===== config.mk =====
export PLATFORM = sky130hd
export DESIGN_NAME = rational_arithmetic_unit
export DESIGN_NICKNAME = d
export VERILOG_FILES = /design/src/rtl/rau_pkg.sv /design/src/rtl/rational_arithmetic_unit.sv
export SDC_FILE = /design/constraint.sdc
export NUM_CORES = 2
export LEC_CHECK = 0
export BUFFER_PORTS_ARGS = -buffer_cell sky130_fd_sc_hd__buf_2
export CAP_MARGIN = 15
export CORE_AREA = 2 2 583 585
export DETAILED_ROUTE_END_ITERATION = 16
export DIE_AREA = 0 0 585 587
export SYNTH_ARGS = -nofsm -noshare
export SYNTH_HDL_FRONTEND = slang
export SYNTH_SLANG_ARGS = --single-unit

===== constraint.sdc =====
create_clock -name i_clk -period 7.9 [get_ports i_clk]
set_clock_uncertainty 0.2 [all_clocks]
set_input_delay 1.58 -clock i_clk [delete_from_list [all_inputs] [get_ports i_clk]]
set_output_delay 1.58 -clock i_clk [all_outputs]
set_load 0.005 [all_outputs]

===== src/rtl/rau_pkg.sv =====
// shared types and constants for the rational arithmetic unit
`default_nettype none
package rau_pkg;
    localparam logic [2:0] OP_ADD  = 3'd0;
    localparam logic [2:0] OP_SUB  = 3'd1;
    localparam logic [2:0] OP_MUL  = 3'd2;
    localparam logic [2:0] OP_DIV  = 3'd3;
    localparam logic [2:0] OP_CMP  = 3'd4;
    localparam logic [2:0] OP_RED  = 3'd5;
    localparam logic [2:0] OP_ZERO = 3'd6;

    localparam logic [1:0] ST_OK   = 2'd0;
    localparam logic [1:0] ST_ZDIV = 2'd1;
    localparam logic [1:0] ST_OVF  = 2'd2;

    localparam logic [1:0] CMP_GT = 2'b01;
    localparam logic [1:0] CMP_EQ = 2'b00;
    localparam logic [1:0] CMP_LT = 2'b11;

    typedef logic [63:0] t_dword;
    typedef logic [64:0] t_num;
endpackage
`default_nettype wire


===== src/rtl/rational_arithmetic_unit.sv =====
// rational arithmetic unit with gcd reduction on a shared multiplier and divider
// compare, zero test and unused codes finish without a division, as does a zero divisor with ST_ZDIV
// other ops run one division per euclid step, then divide numerator and denominator by the gcd
// throughput: one transaction at a time, o_ready low from accept until the result is taken
// the shared units are one 32x32 multiplier and one bit-serial restoring divider
// reset: synchronous active-low i_rst_n clears the sequencer and output valid
`default_nettype none
module rational_arithmetic_unit #(
    parameter int WORD_BITS = 32
) (
    input  wire         i_clk,
    input  wire         i_rst_n,
    input  wire         i_valid,
    output logic        o_ready,
    input  wire  [2:0]  i_operation,
    input  wire         i_a_sign,
    input  wire  [31:0] i_a_numerator,
    input  wire  [31:0] i_a_denominator,
    input  wire         i_b_sign,
    input  wire  [31:0] i_b_numerator,
    input  wire  [31:0] i_b_denominator,
    output logic        o_valid,
    input  wire         i_ready,
    output logic        o_result_sign,
    output logic [31:0] o_result_numerator,
    output logic [31:0] o_result_denominator,
    output logic [1:0]  o_compare_result,
    output logic        o_is_zero,
    output logic [1:0]  o_status
);
    import rau_pkg::*;

    localparam logic [3:0] S_IDLE = 4'd0;
    localparam logic [3:0] S_MUL1 = 4'd1;
    localparam logic [3:0] S_MUL2 = 4'd2;
    localparam logic [3:0] S_MUL3 = 4'd3;
    localparam logic [3:0] S_FORM = 4'd4;
    localparam logic [3:0] S_DIV1 = 4'd5;
    localparam logic [3:0] S_GCD  = 4'd6;
    localparam logic [3:0] S_DIV2 = 4'd7;
    localparam logic [3:0] S_DIV3 = 4'd8;
    localparam logic [3:0] S_FIN  = 4'd9;
    localparam logic [3:0] S_OUT  = 4'd10;
    localparam logic [3:0] S_DSET = 4'd11;

    localparam logic [1:0] P_REM    = 2'd0;
    localparam logic [1:0] P_EUCLID = 2'd1;
    localparam logic [1:0] P_NUM    = 2'd2;
    localparam logic [1:0] P_DEN    = 2'd3;

    localparam t_dword LIM = t_dword'((65'd1 << WORD_BITS) - 65'd1);

    logic [3:0]  r_state;
    logic [2:0]  r_op;
    logic        r_as, r_bs;
    logic [31:0] r_an, r_ad, r_bn, r_bd;
    t_dword      r_p, r_q, r_d;
    logic        r_sign;
    t_num        r_n;
    // shared multiplier
    logic [31:0] r_ma, r_mb;
    t_dword      w_prod;
    // shared divider
    t_num        r_dvd;
    t_dword      r_dvs, r_rem;
    t_num        r_quo;
    logic [6:0]  r_cnt;
    t_dword      r_gx, r_gy;
    t_num        r_numq;
    logic [1:0]  r_sel;

    logic        r_res_sign;
    logic [31:0] r_res_num, r_res_den;
    logic [1:0]  r_cmp, r_st;
    logic        r_zero;

    assign w_prod = t_dword'(r_ma) * t_dword'(r_mb);

    logic   w_top;
    t_dword w_sh, w_sub;
    logic   w_ge;
    always_comb begin
        w_top = r_rem[63];
        w_sh  = {r_rem[62:0], r_dvd[64]};
        w_ge  = w_top || (w_sh >= r_dvs);
        w_sub = w_sh - r_dvs;
    end

    assign o_ready = (r_state == S_IDLE);
    assign o_valid = (r_state == S_OUT);
    assign o_result_sign = r_res_sign;
    assign o_result_numerator = r_res_num;
    assign o_result_denominator = r_res_den;
    assign o_compare_result = r_cmp;
    assign o_is_zero = r_zero;
    assign o_status = r_st;

    always_ff @(posedge i_clk) begin
        if (!i_rst_n) begin
            r_state <= S_IDLE;
        end else begin
            case (r_state)
                S_IDLE: begin
                    if (i_valid) begin
                        r_op <= i_operation;
                        r_as <= i_a_sign;
                        r_an <= i_a_numerator;
                        r_ad <= i_a_denominator;
                        r_bs <= (i_operation == OP_SUB) ? ~i_b_sign : i_b_sign;
                        r_bn <= (i_operation == OP_DIV) ? i_b_denominator : i_b_numerator;
                        r_bd <= (i_operation == OP_DIV) ? i_b_numerator : i_b_denominator;
                        r_res_sign <= 1'b0;
                        r_res_num  <= '0;
                        r_res_den  <= '0;
                        r_cmp  <= CMP_EQ;
                        r_zero <= 1'b0;
                        r_st   <= ST_OK;
                        r_ma <= i_a_numerator;
                        r_mb <= (i_operation == OP_MUL) ? i_b_numerator : i_b_denominator;
                        r_state <= S_MUL1;
                    end
                end
                S_MUL1: begin
                    // p = an*bd (or an*bn for mul/div)
                    r_p  <= w_prod;
                    r_ma <= r_ad;
                    r_mb <= r_bn;
                    r_state <= S_MUL2;
                end
                S_MUL2: begin
                    r_q  <= w_prod;
                    r_ma <= r_ad;
                    r_mb <= r_bd;
                    r_state <= S_MUL3;
                end
                S_MUL3: begin
                    r_d <= w_prod;
                    r_state <= S_FORM;
                end
                S_FORM: begin
                    r_state <= S_DSET;
                    case (r_op)
                        OP_ADD, OP_SUB: begin
                            if (r_as == r_bs) begin
                                r_n <= t_num'(r_p) + t_num'(r_q);
                                r_sign <= r_as;
                            end else if (r_p > r_q) begin
                                r_n <= t_num'(r_p - r_q);
                                r_sign <= r_as;
                            end else begin
                                r_n <= t_num'(r_q - r_p);
                                r_sign <= r_bs;
                            end
                        end
                        OP_MUL, OP_DIV: begin
                            r_n <= t_num'(r_p);
                            r_sign <= r_as ^ r_bs;
                        end
                        OP_RED: begin
                            r_n <= t_num'(r_an);
                            r_d <= t_dword'(r_ad);
                            r_sign <= r_as;
                        end
                        OP_CMP: begin
                            r_cmp <= (r_p > r_q) ? CMP_GT :
                                     ((r_p == r_q) ? CMP_EQ : CMP_LT);
                            r_state <= S_OUT;
                        end
                        OP_ZERO: begin
                            r_zero <= (r_an == 32'd0);
                            r_state <= S_OUT;
                        end
                        default: r_state <= S_OUT;
                    endcase
                end
                S_DSET: begin
                    if (r_d == '0) begin
                        r_st <= ST_ZDIV;
                        r_state <= S_OUT;
                    end else begin
                        r_dvd <= r_n;
                        r_dvs <= r_d;
                        r_rem <= '0;
                        r_quo <= '0;
                        r_cnt <= 7'd0;
                        r_sel <= P_REM;
                        r_state <= S_DIV1;
                    end
                end
                S_DIV1: begin
                    // one restoring step per cycle, 65 steps
                    r_rem <= w_ge ? w_sub : w_sh;
                    r_quo <= {r_quo[63:0], w_ge};
                    r_dvd <= {r_dvd[63:0], 1'b0};
                    r_cnt <= r_cnt + 7'd1;
                    if (r_cnt == 7'd64) begin
                        r_state <= S_GCD;
                    end
                end
                S_GCD: begin
                    r_cnt <= 7'd0;
                    r_rem <= '0;
                    case (r_sel)
                        P_REM: begin
                            // after n mod d: x=d, y=rem
                            r_gx <= r_dvs;
                            r_gy <= r_rem;
                            r_sel <= P_EUCLID;
                            r_state <= S_DIV3;
                        end
                        P_EUCLID: begin
                            r_gx <= r_dvs;
                            r_gy <= r_rem;
                            r_state <= S_DIV3;
                        end
                        P_NUM: begin
                            r_numq <= r_quo;
                            r_dvd <= t_num'(r_d);
                            r_sel <= P_DEN;
                            r_state <= S_DIV1;
                        end
                        default: begin
                            r_state <= S_FIN;
                        end
                    endcase
                end
                S_DIV3: begin
                    if (r_gy == '0) begin
                        // gcd found in r_gx, divide n by it
                        r_dvs <= r_gx;
                        r_dvd <= r_n;
                        r_quo <= '0;
                        r_sel <= P_NUM;
                        r_state <= S_DIV1;
                    end else begin
                        r_dvd <= t_num'(r_gx);
                        r_dvs <= r_gy;
                        r_quo <= '0;
                        r_state <= S_DIV2;
                    end
                end
                S_DIV2: begin
                    r_gx <= r_gy;
                    r_state <= S_DIV1;
                end
                S_FIN: begin
                    if (r_numq[64] || (r_numq[63:0] > LIM) || (r_quo[63:0] > LIM)) begin
                        r_st <= ST_OVF;
                    end else begin
                        r_res_num  <= r_numq[31:0];
                        r_res_den  <= r_quo[31:0];
                        r_res_sign <= (r_numq[63:0] == '0) ? 1'b0 : r_sign;
                    end
                    r_state <= S_OUT;
                end
                S_OUT: begin
                    if (i_ready) begin
                        r_state <= S_IDLE;
                    end
                end
                default: r_state <= S_IDLE;
            endcase
        end
    end

    property p_ready_idle;
        @(posedge i_clk) disable iff (!i_rst_n) o_valid |-> !o_ready;
    endproperty
    a_ready_idle: assert property (p_ready_idle) else $error("ready while result pending");

    a_out_then_idle: assert property (@(posedge i_clk) disable iff (!i_rst_n)
        (o_valid && i_ready) |=> (r_state == S_IDLE)) else $error("no return to idle");

    a_accept_starts: assert property (@(posedge i_clk) disable iff (!i_rst_n)
        (i_valid && o_ready) |=> (r_state == S_MUL1)) else $error("accept did not start");

    a_ovf_clears: assert property (@(posedge i_clk) disable iff (!i_rst_n)
        (o_valid && (o_status != ST_OK)) |-> (o_result_numerator == 32'd0))
        else $error("status with nonzero result");
endmodule
`default_nettype wire

==> metrics.txt <==
Worst path slowest cell=fa_1; FFs w/ async S/R, synth=0; failing checks=setup timing; critical path's top delay family=adder cells; Iteration-0 DRC Markers=approximately 5200; Period Utilization, post-route=1.04; via count=between 60000 and 70000; top-area cell type share of the netlist area=0.339; Post-CTS Hold Buffers=0; DR WL/cell=19.9 µm; Yosys cell types=between 80 and 90; routed wire length=between 200 and 300 mm; Max-cap violations=0; area grow syn2layout=16.5%; Port-buffer cells=roughly 210; GRT Util Overall=0.153; worst skew pair latency=approximately 0.83 ns; standard-cell rows=~210; layout cells sized above 1=0.145; Clock Pin Slew Worst Setup and Hold Paths=around 0.060 ns; initial antenna violation count=35; #FFs+latches synth=989; unrepaired setup endpoints after global routing=true; R2R depth=30; synth top area cells=edfxtp_1, fa_1, ha_1, and2_1, inv_1; clk sink count=roughly 1000; Critical Path Start=r_ma[13]$_DFFE_PP_; final worst slack=-0.324 ns; die footprint=approximately 340000 µm²; Starting Density=0.258; CTS tree=built; Synth area leader=edfxtp_1; Avg Inst Size Synth=a little over 10 µm²; # setup viols final=32; Slew Viols, Final=0; Final Hold Fails=0; GP Congestion=between 0.9 and 1; first-pass GRT wire length=around 400 mm; Cells after DPL=~13000; Critical Path End Type=flop; CP Class=reg2reg; WP data required=between 8 and 9 ns; EDFF count, synth=just under 1000; top_reg_cell synth=edfxtp_1; most numerous cell on the critical path=fa_1; min Tclk post-route=a little over 8 ns; Synth Cell Area=a little under 90000 µm²; Placeable Area=approximately 340000 µm²; Slew HR=0.255; Hold Path Class=reg2reg; reg-to-reg startpoint=r_ma[13]$_DFFE_PP_; Min-Delay Path Depth=0; # IOs=about 210; hold_sp=r_quo[64]$_SDFFCE_PP0P_; hold endpoint=r_numq[64]$_DFFE_PP_; cts bufs inserted=113; H-Tree Depth=3; r2r setup slk=-0.32 ns; peak fanout along the critical path=11; Non-Filler Instances=about 14000; clk root buf=clkbuf_16; count leader, synth=inv_1; Worst Tran Pin Value=roughly 1.1 ns; Synth Warn #=0; Routed Antenna Nets=0; GRT Residual Overflow=0; post-DP HPWL=approximately 210 mm; Mapped Cells=approximately 8500; fmax=between 100 and 150 MHz; Clock Path Buffers=3; # DRC=0; largest net degree at the start of global routing=between 90 and 100; Post-synth top cells=inv_1, edfxtp_1, fa_1; fin nets=10400; outcome=complete, but fails checks; Synthesized Nets=~10000; final hold slack=between 0.2 and 0.25 ns; Worst Path Arrival=between 8 and 9 ns; Vias/cell=between 4 and 5; vias in the first global route=63900; FF-to-FF End=r_d[61]$_SDFFCE_PP0P_; sequential share of the synthesized area=0.340; overall die height=roughly 590 µm; slowest stage delay, CP=approximately 0.56 ns; startpoint types=flop; Setup TNS Final=-4.91 ns; Buf+Inv Stages, Crit Path=8; die width=~590 µm; Initial DRT Pass Iterations=7
## what timing repair did
action                     in CTS  in global routing
buffers inserted               31                 18
pin swaps                      67                 59
cloned                          3                  2
setup endpoints to repair      91                 96
resized for setup             114                142
## registers in the layout, indices dropped and copies added, names as in the netlist, 64 cells and up
register	count
r_q	64
r_p	64
r_gx	64
r_numq	65
r_quo	65
r_dvd	65
r_n	65
r_rem	64
r_d	64
r_dvs	64
r_gy	64
## metrics by stage
step                utilization  cell area, µm²  worst slack (ns)
floorplan                     -           87300           0.00492
global placement          0.285           96300            -0.688
detailed placement        0.285           96300            -0.679
CTS                       0.299          101000            -0.330
global route              0.301          102000            -0.598
finish                    0.301          102000            -0.324
## worst max path at each step
stage | cells after the start | end | slack (ns)
floorplan | 27 | r_p[57]$_DFFE_PP_ | 0.005
global placement | 27 | r_p[63]$_DFFE_PP_ | -0.69
detailed placement | 28 | r_q[63]$_DFFE_PP_ | -0.68
CTS | 28 | r_d[56]$_SDFFCE_PP0P_ | -0.33
global route | 31 | r_d[61]$_SDFFCE_PP0P_ | -0.60
finish | 30 | r_d[61]$_SDFFCE_PP0P_ | -0.32
## worst register-to-register path: cells and delay by family (launching register included)
kind	cells	cell delay [ns]
AO/OA/AOI/OAI	9	1.27
XOR/XNOR	1	0.13
adder cells (fa/ha/maj)	9	4.40
buffers and inverters	8	0.90
flip-flops	1	0.47
AND/OR/NAND/NOR	3	0.56
## per-layer routing
layer,vias up,part of all wire,track usage
met1,32000,0.46,0.217
li1,29500,-,-
met5,-,0.00033,0
met3,391,0.069,0.0270
met4,16,0.031,0.0438
met2,2114,0.44,0.236
## layout by cell type, fill, tap and decap left out, types with 35 or more instances in the layout
master,Yosys,routed
inv_1,1156,1140
edfxtp_1,985,985
nand2_1,882,878
fa_1,900,865
and2_1,712,695
ha_1,521,505
a21oi_1,486,464
buf_4,2,412
nor2_1,326,313
o21ai_0,322,310
buf_2,32,210
mux2_2,179,179
xnor2_1,138,122
a21o_1,121,119
clkbuf_16,0,114
mux2i_1,102,101
nor4_1,97,94
and3_1,96,90
nand4_1,83,83
nor3_1,83,76
o21bai_1,74,72
a22oi_1,69,68
a222oi_1,64,64
nand3_1,61,55
a211oi_1,45,45
buf_12,0,45
a31oi_1,47,40
xor2_1,49,39
o21a_1,38,38
nand2b_1,38,37
o31ai_1,38,36
nor2b_1,39,36
fa_2,0,35
buf_6,5,35
## cell type report
| type | instances | area, µm² |
|---|---|---|
| fillers | 35000 | 236000 |
| diodes | 5 | 12.5 |
| inverters | 1159 | 4350 |
| repair buffers | 707 | 5550 |
| flip-flops and latches | 989 | 29700 |
| clock inverters | 83 | 901 |
| clock buffers | 126 | 2880 |
| well taps | 4536 | 5680 |
| multi-input cells | 5899 | 52700 |
## kinds of logic (layout without fill, tap and decap cells)
kind of cell / count (synthesis) / in the layout / synth area share
simple gates: 2481 / 2481 / 0.142
buf+inv: 1648 / 2075 / 0.0718
compound gates: 1529 / 1529 / 0.112
fa+ha+maj: 1421 / 1421 / 0.281
flops: 989 / 989 / 0.340
mux: 281 / 281 / 0.0348
xor+xnor: 187 / 187 / 0.0188
other cells: 0 / 5 / 0
Power is left out: the tool's default activity adds up to more than one toggle a clock period on the data nets, which glitch-free logic cannot reach.
